`src/rtl/lpht_pkg.sv`:
```
`timescale 1ns / 1ps

package lpht_pkg;

    localparam int KEY_W          = 32;
    localparam int VAL_W          = 32;
    localparam int STATUS_W       = 2;
    localparam int SLOT_W         = 4;
    localparam int TABLE_SIZE_DEF = 16;

    localparam logic OP_INSERT = 1'b0;
    localparam logic OP_LOOKUP = 1'b1;

    localparam logic [STATUS_W-1:0] ST_INSERTED  = 2'd0;
    localparam logic [STATUS_W-1:0] ST_FOUND     = 2'd1;
    localparam logic [STATUS_W-1:0] ST_NOT_FOUND = 2'd2;
    localparam logic [STATUS_W-1:0] ST_FULL      = 2'd3;

    typedef struct packed {
        logic                     en;
        logic                     used;
        logic [KEY_W-1:0]         key;
        logic signed [VAL_W-1:0]  value;
    } wr_t;

endpackage

```
`src/rtl/lpht_if.sv`:
```
`timescale 1ns / 1ps

interface lpht_req_if;
    logic                                valid;
    logic                                ready;
    logic                                op;
    logic [lpht_pkg::KEY_W-1:0]          key;
    logic signed [lpht_pkg::VAL_W-1:0]   value;

    modport source (output valid, output op, output key, output value, input ready);
    modport sink (input valid, input op, input key, input value, output ready);
endinterface

interface lpht_rsp_if;
    logic                                valid;
    logic                                ready;
    logic [lpht_pkg::STATUS_W-1:0]       status;
    logic signed [lpht_pkg::VAL_W-1:0]   found_value;
    logic [lpht_pkg::SLOT_W-1:0]         slot;

    modport source (output valid, output status, output found_value, output slot, input ready);
    modport sink (input valid, input status, input found_value, input slot, output ready);
endinterface

```
`src/rtl/lpht_store.sv`:
```
`timescale 1ns / 1ps

module lpht_store #(
    parameter int TABLE_SIZE = lpht_pkg::TABLE_SIZE_DEF
) (
    input  logic                               clk,
    input  logic [$clog2(TABLE_SIZE)-1:0]      wr_addr,
    input  lpht_pkg::wr_t                      wr,
    input  logic [$clog2(TABLE_SIZE)-1:0]      rd_addr,
    output logic                               rd_used,
    output logic [lpht_pkg::KEY_W-1:0]         rd_key,
    output logic signed [lpht_pkg::VAL_W-1:0]  rd_value
);

    logic                              used_mem  [TABLE_SIZE];
    logic [lpht_pkg::KEY_W-1:0]        key_mem   [TABLE_SIZE];
    logic signed [lpht_pkg::VAL_W-1:0] value_mem [TABLE_SIZE];

    logic                              rd_used_reg;
    logic [lpht_pkg::KEY_W-1:0]        rd_key_reg;
    logic signed [lpht_pkg::VAL_W-1:0] rd_value_reg;

    always_ff @(posedge clk)
    begin
        if (wr.en)
        begin
            used_mem[wr_addr] <= wr.used;
            if (wr.used)
            begin
                key_mem[wr_addr]   <= wr.key;
                value_mem[wr_addr] <= wr.value;
            end
        end
        rd_used_reg  <= used_mem[rd_addr];
        rd_key_reg   <= key_mem[rd_addr];
        rd_value_reg <= value_mem[rd_addr];
    end

    assign rd_used  = rd_used_reg;
    assign rd_key   = rd_key_reg;
    assign rd_value = rd_value_reg;

endmodule

```
`src/rtl/linear_probe_hash_table_top.sv`:
```
`timescale 1ns / 1ps

// channel  modport  payload                          handshake
// req      sink     op, key, value                   valid/ready
// rsp      source   status, found_value, slot        valid/ready
//
// an item is accepted, then the home slot is reckoned from the 4 key bytes, msb first,
// each through the reciprocal multiply remainder unit in a quotient and a remainder step,
// then 1 to TABLE_SIZE slots are probed through the table store (one write, one read port)
// after reset a clearing pass over all TABLE_SIZE slots resets the used marks, req.ready is low
// the result sits in an output register; a stalled rsp holds the last probe until it drains
// req.ready is high only while no item is in progress

module linear_probe_hash_table_top #(
    parameter int TABLE_SIZE = lpht_pkg::TABLE_SIZE_DEF
) (
    input  logic        clk,
    input  logic        rst_n,
    lpht_req_if.sink    req,
    lpht_rsp_if.source  rsp
);

    localparam int IDX_W   = $clog2(TABLE_SIZE);
    localparam int CHUNK_W = 8;
    localparam int STEPS   = 2 * lpht_pkg::KEY_W / CHUNK_W;
    localparam int STEP_W  = $clog2(STEPS);
    localparam int X_W     = IDX_W + CHUNK_W;
    localparam logic [X_W-1:0]    SIZE_X    = X_W'(TABLE_SIZE);
    localparam logic [X_W-1:0]    RECIP     = X_W'((1 << X_W) / TABLE_SIZE);
    localparam logic [IDX_W-1:0]  LAST_IDX  = IDX_W'(TABLE_SIZE - 1);
    localparam logic [STEP_W-1:0] LAST_STEP = STEP_W'(STEPS - 1);

    typedef enum logic [1:0] {S_CLEAR, S_IDLE, S_MOD, S_PROBE} state_t;

    state_t                               state_reg, state_next;
    logic [IDX_W-1:0]                     idx_reg, idx_next;
    logic [IDX_W-1:0]                     cnt_reg, cnt_next;
    logic [STEP_W-1:0]                    step_reg, step_next;
    logic [CHUNK_W-1:0]                   quot_reg, quot_next;
    logic                                 op_reg, op_next;
    logic [lpht_pkg::KEY_W-1:0]           key_reg, key_next;
    logic [lpht_pkg::KEY_W-1:0]           key_sh_reg, key_sh_next;
    logic signed [lpht_pkg::VAL_W-1:0]    value_reg, value_next;
    logic                                 rsp_valid_reg, rsp_valid_next;
    logic [lpht_pkg::STATUS_W-1:0]        status_reg, status_next;
    logic signed [lpht_pkg::VAL_W-1:0]    found_value_reg, found_value_next;
    logic [lpht_pkg::SLOT_W-1:0]          slot_reg, slot_next;

    logic [X_W-1:0]                       mod_x;
    logic [X_W+CHUNK_W-1:0]               mod_prod;
    logic [X_W-1:0]                       mod_rem;
    logic [X_W-1:0]                       mod_red;
    logic [IDX_W-1:0]                     idx_wrap;
    logic                                 rsp_free;
    logic                                 done;
    logic                                 do_write;
    logic [lpht_pkg::STATUS_W-1:0]        res_status;
    logic signed [lpht_pkg::VAL_W-1:0]    res_value;
    logic [lpht_pkg::SLOT_W-1:0]          res_slot;

    lpht_pkg::wr_t                        wr;
    logic                                 rd_used;
    logic [lpht_pkg::KEY_W-1:0]           rd_key;
    logic signed [lpht_pkg::VAL_W-1:0]    rd_value;

    lpht_store #(
        .TABLE_SIZE (TABLE_SIZE)
    ) u_store (
        .clk      (clk),
        .wr_addr  (idx_reg),
        .wr       (wr),
        .rd_addr  (idx_next),
        .rd_used  (rd_used),
        .rd_key   (rd_key),
        .rd_value (rd_value)
    );

    // key mod TABLE_SIZE one key byte at a time, msb first, each in a quotient and a remainder step
    // quotient estimate by reciprocal, then remainder with one correction
    assign mod_x     = {idx_reg, key_sh_reg[lpht_pkg::KEY_W-1 -: CHUNK_W]};
    assign mod_prod  = (X_W + CHUNK_W)'(mod_x) * (X_W + CHUNK_W)'(RECIP);
    assign mod_rem   = mod_x - X_W'(quot_reg) * SIZE_X;
    assign mod_red   = (mod_rem >= SIZE_X) ? (mod_rem - SIZE_X) : mod_rem;
    assign idx_wrap  = (idx_reg == LAST_IDX) ? '0 : (idx_reg + 1'b1);
    assign rsp_free  = !rsp_valid_reg || rsp.ready;

    // probe decision on the slot at idx_reg
    always_comb
    begin
        done       = 1'b0;
        do_write   = 1'b0;
        res_status = lpht_pkg::ST_NOT_FOUND;
        res_value  = '0;
        res_slot   = '0;
        if (op_reg == lpht_pkg::OP_INSERT)
        begin
            if (!rd_used)
            begin
                done       = 1'b1;
                do_write   = 1'b1;
                res_status = lpht_pkg::ST_INSERTED;
                res_slot   = lpht_pkg::SLOT_W'(idx_reg);
            end
        end
        else
        begin
            if (!rd_used)
            begin
                done       = 1'b1;
                res_status = lpht_pkg::ST_NOT_FOUND;
            end
            else if (rd_key == key_reg)
            begin
                done       = 1'b1;
                res_status = lpht_pkg::ST_FOUND;
                res_value  = rd_value;
                res_slot   = lpht_pkg::SLOT_W'(idx_reg);
            end
        end
        if (!done && cnt_reg == LAST_IDX)
        begin
            done       = 1'b1;
            res_status = (op_reg == lpht_pkg::OP_INSERT) ? lpht_pkg::ST_FULL
                                                        : lpht_pkg::ST_NOT_FOUND;
        end
    end

    always_comb
    begin
        state_next       = state_reg;
        idx_next         = idx_reg;
        cnt_next         = cnt_reg;
        step_next        = step_reg;
        quot_next        = quot_reg;
        op_next          = op_reg;
        key_next         = key_reg;
        key_sh_next      = key_sh_reg;
        value_next       = value_reg;
        rsp_valid_next   = rsp_valid_reg && !rsp.ready;
        status_next      = status_reg;
        found_value_next = found_value_reg;
        slot_next        = slot_reg;
        wr.en            = 1'b0;
        wr.used          = 1'b1;
        wr.key           = key_reg;
        wr.value         = value_reg;

        unique case (state_reg)
            S_CLEAR:
            begin
                wr.en   = 1'b1;
                wr.used = 1'b0;
                idx_next = idx_wrap;
                if (idx_reg == LAST_IDX)
                begin
                    state_next = S_IDLE;
                end
            end
            S_IDLE:
            begin
                if (req.valid)
                begin
                    op_next     = req.op;
                    key_next    = req.key;
                    key_sh_next = req.key;
                    value_next  = req.value;
                    idx_next    = '0;
                    step_next   = '0;
                    state_next  = S_MOD;
                end
            end
            S_MOD:
            begin
                step_next = step_reg + 1'b1;
                if (!step_reg[0])
                begin
                    quot_next = mod_prod[X_W +: CHUNK_W];
                end
                else
                begin
                    idx_next    = mod_red[IDX_W-1:0];
                    key_sh_next = key_sh_reg << CHUNK_W;
                end
                if (step_reg == LAST_STEP)
                begin
                    cnt_next   = '0;
                    state_next = S_PROBE;
                end
            end
            S_PROBE:
            begin
                if (done)
                begin
                    if (rsp_free)
                    begin
                        wr.en            = do_write;
                        rsp_valid_next   = 1'b1;
                        status_next      = res_status;
                        found_value_next = res_value;
                        slot_next        = res_slot;
                        state_next       = S_IDLE;
                    end
                end
                else
                begin
                    idx_next = idx_wrap;
                    cnt_next = cnt_reg + 1'b1;
                end
            end
            default:
            begin
                state_next = S_IDLE;
            end
        endcase
    end

    always_ff @(posedge clk or negedge rst_n)
    begin
        if (!rst_n)
        begin
            state_reg     <= S_CLEAR;
            idx_reg       <= '0;
            cnt_reg       <= '0;
            step_reg      <= '0;
            rsp_valid_reg <= 1'b0;
        end
        else
        begin
            state_reg       <= state_next;
            idx_reg         <= idx_next;
            cnt_reg         <= cnt_next;
            step_reg        <= step_next;
            quot_reg        <= quot_next;
            rsp_valid_reg   <= rsp_valid_next;
            op_reg          <= op_next;
            key_reg         <= key_next;
            key_sh_reg      <= key_sh_next;
            value_reg       <= value_next;
            status_reg      <= status_next;
            found_value_reg <= found_value_next;
            slot_reg        <= slot_next;
        end
    end

    assign req.ready       = (state_reg == S_IDLE);
    assign rsp.valid       = rsp_valid_reg;
    assign rsp.status      = status_reg;
    assign rsp.found_value = found_value_reg;
    assign rsp.slot        = slot_reg;

endmodule
```
`src/flat_wrapper.sv`:
```
// flat-port wrapper written by rule: the top's interface ports become plain ports
module linear_probe_hash_table_top_flat 
#(
    parameter int TABLE_SIZE = lpht_pkg::TABLE_SIZE_DEF
)
  (clk, rst_n, req_valid, req_op, req_key, req_value, req_ready, rsp_valid, rsp_status, rsp_found_value, rsp_slot, rsp_ready);
  lpht_req_if req_i ();
  lpht_rsp_if rsp_i ();
  input  logic clk;
  input  logic rst_n;
  input wire logic [$bits(req_i.valid)-1:0] req_valid;
  input wire logic [$bits(req_i.op)-1:0] req_op;
  input wire logic [$bits(req_i.key)-1:0] req_key;
  input wire logic [$bits(req_i.value)-1:0] req_value;
  output wire logic [$bits(req_i.ready)-1:0] req_ready;
  output wire logic [$bits(rsp_i.valid)-1:0] rsp_valid;
  output wire logic [$bits(rsp_i.status)-1:0] rsp_status;
  output wire logic [$bits(rsp_i.found_value)-1:0] rsp_found_value;
  output wire logic [$bits(rsp_i.slot)-1:0] rsp_slot;
  input wire logic [$bits(rsp_i.ready)-1:0] rsp_ready;
  assign req_i.valid = req_valid;
  assign req_i.op = req_op;
  assign req_i.key = req_key;
  assign req_i.value = req_value;
  assign req_ready = req_i.ready;
  assign rsp_valid = rsp_i.valid;
  assign rsp_status = rsp_i.status;
  assign rsp_found_value = rsp_i.found_value;
  assign rsp_slot = rsp_i.slot;
  assign rsp_i.ready = rsp_ready;
  linear_probe_hash_table_top #(.TABLE_SIZE(TABLE_SIZE)) u_core (.clk(clk), .rst_n(rst_n), .req(req_i), .rsp(rsp_i));
endmodule
```
`config.mk`:
```
export PLATFORM = sky130hd
export DESIGN_NAME = linear_probe_hash_table_top_flat
export DESIGN_NICKNAME = d
export VERILOG_FILES = /design/src/rtl/lpht_pkg.sv /design/src/rtl/lpht_if.sv /design/src/rtl/lpht_store.sv /design/src/rtl/linear_probe_hash_table_top.sv /design/src/flat_wrapper.sv
export SDC_FILE = /design/constraint.sdc
export NUM_CORES = 2
export LEC_CHECK = 0
export ABC_AREA = 1
export BUFFER_PORTS_ARGS = -buffer_cell sky130_fd_sc_hd__buf_4
export CORE_AREA = 2 2 327 329
export CTS_CLUSTER_SIZE = 16
export DETAILED_ROUTE_END_ITERATION = 8
export DIE_AREA = 0 0 329 331
export PLACE_DENSITY = 0.65
export SLEW_MARGIN = 20
export SYNTH_ARGS = -nofsm -noshare
export SYNTH_HDL_FRONTEND = slang
export SYNTH_SLANG_ARGS = --single-unit
```
`constraint.sdc`:
```
create_clock -name clk -period 7.4 [get_ports clk]
set_input_delay 0 -clock clk [delete_from_list [all_inputs] [get_ports clk]]
set_output_delay 0 -clock clk [all_outputs]
set_load 0.01 [all_outputs]
```
# Word level (Yosys, flattened, before mapping)

Memories as Yosys holds them, arrays and structs flattened. A register that Yosys moved wholly into a read port is not among the register bits.
Cells that the tools add are included.

Multiplexer cells: 47
$lt $le $gt $ge: 1
Add/subtract/negate cells: 5
Reductions and logical operators: 17
Eq/ne operators: 14
Bitwise logic cells: 1

Operator list:

| cell                                                  | number |
|---|---|
| two-way mux 32 bit                                    | 2 |
| one-hot mux 32 bit (2 select lines)                   | 1 |
| two-way mux 4 bit                                     | 11 |
| == test 32 bit                                        | 1 |
| two-way mux 2 bit                                     | 10 |
| two-way mux 1 bit                                     | 17 |
| one-hot mux 4 bit (4 select lines)                    | 1 |
| >= comparator 12 x 5 -> 1 bit, second input constant  | 1 |
| AND reduction 3 bit                                   | 4 |
| subtractor 12 bit                                     | 1 |
| inequality test 2 x 1 -> 1 bit, second input constant | 5 |
| adder 4 x 1 -> 4 bit, second input constant           | 2 |
| == test 4 bit, second input constant                  | 2 |
| one-hot mux 2 bit (4 select lines)                    | 1 |
| one-hot mux 4 bit (2 select lines)                    | 1 |
| AND reduction 4 bit                                   | 2 |
| one-hot mux 3 bit (2 select lines)                    | 1 |
| AND reduction 5 bit                                   | 1 |
| == test 2 bit, second input constant                  | 2 |
| inequality test 2 bit, second input constant          | 2 |
| nonzero test 2 bit                                    | 2 |
| subtractor 4 x 1 -> 4 bit, second input constant      | 1 |
| adder 3 x 1 -> 3 bit, second input constant           | 1 |
| == test 3 bit, second input constant                  | 1 |
| 9 further kinds                                       | 12 |

Flip-flop bits (word level): 157
Memories: 3
Word-level logic and storage cells: 101
Bits in writable memories: 1,040

Memories:

| memory                   | words | width | rd ports | clocked after memory_dff | wr ports | RTL line         | RTL |
|---|---|---|---|---|---|---|---|
| u_core.u_store.key_mem   | 16    | 32    | 1        | 1                        | 1        | lpht_store.sv:16 | `logic [lpht_pkg::KEY_W-1:0] key_mem [TABLE_SIZE];` |
| u_core.u_store.value_mem | 16    | 32    | 1        | 1                        | 1        | lpht_store.sv:17 | `logic signed [lpht_pkg::VAL_W-1:0] value_mem [TABLE_SIZE];` |
| u_core.u_store.used_mem  | 16    | 1     | 1        | 1                        | 1        | lpht_store.sv:15 | `logic used_mem [TABLE_SIZE];` |

# Longest topological paths before layout

Depth in word-level cells: 11
Mapped depth: 22

# Cells and area by module

A second synthesis with hierarchy kept.

Cells, all modules: 4,826
Area total of the unflattened synthesis: 51,799.7 µm²

By module, submodules not included:

| module                      | area an instance (µm²) | cells an instance | times used | seq. area each (µm²) |
|---|---|---|---|---|
| lpht_store                  | 46,169.3               | 4,303             | 1          | 32,531.2 |
| linear_probe_hash_table_top | 5,630.4                | 523               | 1          | 3,923.8 |

# Worst setup path after synthesis

No wires, ideal clock.

Path type: register -> register
From: reg u_core.state_reg[1]
To: mem u_core.u_store.key_mem[11][0] (netlist bit) (enable)
Library setup time: 0.565 ns
Cell stages (with the launch flop): 8
Arrival: 5.827 ns
Path buffers: 1
Required time: 6.835 ns
Slack: 1.008 ns
Cell sequence: dfrtp_1 -> inv_1 -> ha_1 -> inv_1 -> a21oi_1 -> nand2_1 -> clkbuf_1 -> nor3_1

RTL lines:

| item                     | RTL line                           | RTL |
|---|---|---|
| start: declaration       | linear_probe_hash_table_top.sv:35  | `state_t state_reg, state_next;` |
| start signal: assignment | linear_probe_hash_table_top.sv:229 | `state_reg <= state_next;` |
| end: declaration         | lpht_store.sv:16                   |  |

# Worst setup path in the final report

From: reg u_core.state_reg[0]
To: reg u_core.u_store.rd_value_reg, in the netlist u_core.u_store.rd_value[15] (read register of u_core.u_store.value_mem)

Word-level cells in the longest chain between the ends: 2
Elaborated cells on any way between the ends: 5

Ends and longest elaborated chain:

| item                                        | RTL line                           | RTL |
|---|---|---|
| == test 2 bit, or another cell as far along | linear_probe_hash_table_top.sv:148 | `unique case (state_reg)` |
| one-hot mux 4 bit (4 select lines) (*)      | linear_probe_hash_table_top.sv:148 |  |
| end: declaration                            | lpht_store.sv:21                   | `logic signed [lpht_pkg::VAL_W-1:0] rd_value_reg;` |

Mark *: on every way between the ends. The rest lies on a longest branch, timed or not.
A chain may end at the register's enable or synchronous reset.

==> impl_metrics.yaml <==
timing:
  finalWorstSetupSlack_ns: 2.31
  fin_crit_sh: 0.688
  tightest_slew_ns: 1.17
  relSlewSlack: 0.222
  timing.fmax_ghz: 0.196
  hold_violations: 0
  slew_violations: 0
  rsz0062_at_grt: "no"
  whs_ns: 0.0134
  setup_viol: 0
  setup_tns_ns: 0
  period_needed_ns: 5.09
  finalClockSkew_ns: 0.0323
clock_tree:
  cts_hold_buffers: 120
  postCtsSetupRepairBufs: 0
  cts.sinks: 1238
  clkTransAtPathRegs_ns: 0.06
  clockBufferDepth: 3
  clockRootBuffer: "clkbuf_16"
  cts.repair.resized: 0
  numCtsBuffers: 132
  clk_latency_ns: 0.75
  h-tree-depth: 4
  cts_tree: "built"
job:
  cap_viol_max_count: 0
layout:
  fin_area_um2: 59300
  final_nets: 4983
  top_regs: "u_core.u_store.key_mem (512), u_core.u_store.value_mem (512)"
  area_delta_synth_final_pct: 13.7
  final_layout_size_suffix_gt1_frac: 0.0770
  stdcell_count: 6405
logic_synthesis:
  synth_seq_cells: 1238
  synth-edff-count: 1159
  ys_async_sr_fraction: 0.0113
  ys_warn_count: 0
  synth.distinct_cells: 33
  synth.most_common_cell: "nand3_1"
  synthTopCellsByCount: "1185 x nand3_1, 1159 x edfxtp_1, 1107 x nand2_1"
  ys_seq_area_frac: 0.699
  synth_ff_type: "edfxtp_1"
  synth_area_leader_cell: "edfxtp_1"
  syn_area_um2: 52200
  synth_top_cell_area_share: 0.667
  synth_area_leaders: "edfxtp_1 67%, nand3_1 11%, nand2_1 8.0%"
  synth_nets: 4833
  synth_cells: 4751
  synth.avg_cell_area_um2: 11.0
pwr:
  vdd_drop_max_uv: 593
  leakagePower_uw: 0.0242
  power_density_nw_per_um2: 443
setup_path:
  arrival_ns: 5.71
  crit_type: "reg2reg"
  crit_required_ns: 8.02
  startpoint_type: "flip-flop"
  critPathCaptureType: "flip-flop"
  cp_max_fo: 203
floorplan:
  start_util: 0.497
  ioPinCount: 109
  die_w_um: 329
  fp.dieArea_um2: 109000
  fp.dieH_um: 331
  rows: 119
  core_region_area_um2: 105000
drt:
  detail-route-antenna-nets: 0
  wl_per_cell_um: 20.7
  first_pass_iters: 7
  drtIter0Drc: 4068
  drc: 0
  vias: 34500
  drt-total-wl_mm: 132
  vias_per_cell: 5.39
global_routing:
  overflow: 0
  grt_pass1_wl_mm: 199
  grt_antenna_before_repair: 5
  grt.total_usage: 0.243
  grt_pass1_vias: 33100
  grt_max_degree: 204
place:
  io_buffers: 108
  place_congestion: 0.823
  dpl_cell_area_um2: 53900
  dpl.hpwl_mm: 63.2
  dp_worst_setup_slack_ns: 2.41
  dpl.cell_count: 6038
status:
  status: "complete, no violations"
min_path:
  hold_class: "in2reg"
[worst max-delay path: stages (launching register included)]
cell,delay [ns]
dfrtp_1,0.41
inv_1,0.11
ha_1,0.54
inv_2,0.44
nor2_1,0.10
inv_1,0.09
nand2_1,0.12
nor2_1,0.15
nand2_2,0.11
nand2_8,0.50
buf_4,0.80
buf_12,0.69
nand3_1,0.16
nand3_1,0.14
nand3_1,0.09
nand3_1,0.14
nand2_1,0.09
[metrics by stage]
| stage | utilization | total power (uW) |
|---|---|---|
| 2_1_floorplan | - | 17200 |
| 3_3_place_gp | 0.514 | 19900 |
| 3_5_place_dp | 0.514 | 20000 |
| 4_1_cts | 0.565 | 26300 |
| 5_1_grt | 0.565 | 27900 |
| 6_report | 0.565 | 26300 |
[cell type report]
class	instances	area, um2
antenna	2	5.00
clock buffer	188	3700
clock inverter	57	470
fill	8659	45700
inverter	714	2700
multi-input combinational	2523	11600
sequential	1238	36500
tap	1391	1740
timing repair buffer	292	2590
[metal layers]
metal,up-vias,share of wire,GRT usage
li1,16200,-,-
met1,16700,0.42,0.336
met2,1399,0.47,0.398
met3,210,0.084,0.0411
met4,2,0.021,0.0666
met5,-,0.000098,0
[report_power, final]
part           switching (uW)  internal, uW
logic                    8050          3260
clock network            2680          3670
registers                 303          8340
total                   11000         15300
[final timing paths]
path                       cells after the start                  from  slack, ns                          end
max in group asynchronous                      3                 rst_n       6.38          u_core.state_reg[1]
max reg2reg                                   16   u_core.state_reg[0]       2.31  u_core.u_store.rd_value[15]
min in group asynchronous                      3                 rst_n       0.54            u_core.cnt_reg[3]
max                                           16   u_core.state_reg[0]       2.31  u_core.u_store.rd_value[15]
min reg2reg                                    2  u_core.key_sh_reg[0]       0.52         u_core.key_sh_reg[8]
min                                            2           req_key[31]       0.01           u_core.key_reg[31]
[cell families (layout without fill, tap and decap cells)]
| logic type | Yosys count | count (layout) | share of synthesized area |
|---|---|---|---|
| compound gates | 22 | 22 | 0.00245 |
| xor+xnor | 11 | 11 | 0.00185 |
| fa+ha+maj | 13 | 13 | 0.00312 |
| buf+inv | 990 | 1251 | 0.0809 |
| flops | 1238 | 1238 | 0.699 |
| mux | 1 | 1 | 0.000216 |
| other cells | 0 | 2 | 0 |
| simple gates | 2476 | 2476 | 0.213 |
[cells in the final DEF (no fill, tap or decap), drive strengths merged]
cell         count
nor3            18
bufinv           5
a21oi            3
o2111ai          1
o31ai            1
nand3         1185
dfrtp           14
edfxtp        1159
dfxtp           65
nand4            4
o21a             1
nand2         1114
mux2             1
o22ai            3
a211oi           2
ha              13
nor2            88
inv            721
clkinv          45
clkbuf         188
buf            172
or2              1
nand3b          66
dlygate4sd3    120
diode            2
o21ai           11
xnor2            8
xor2             3
No activity file was read; power rests on OpenSTA's default activity.
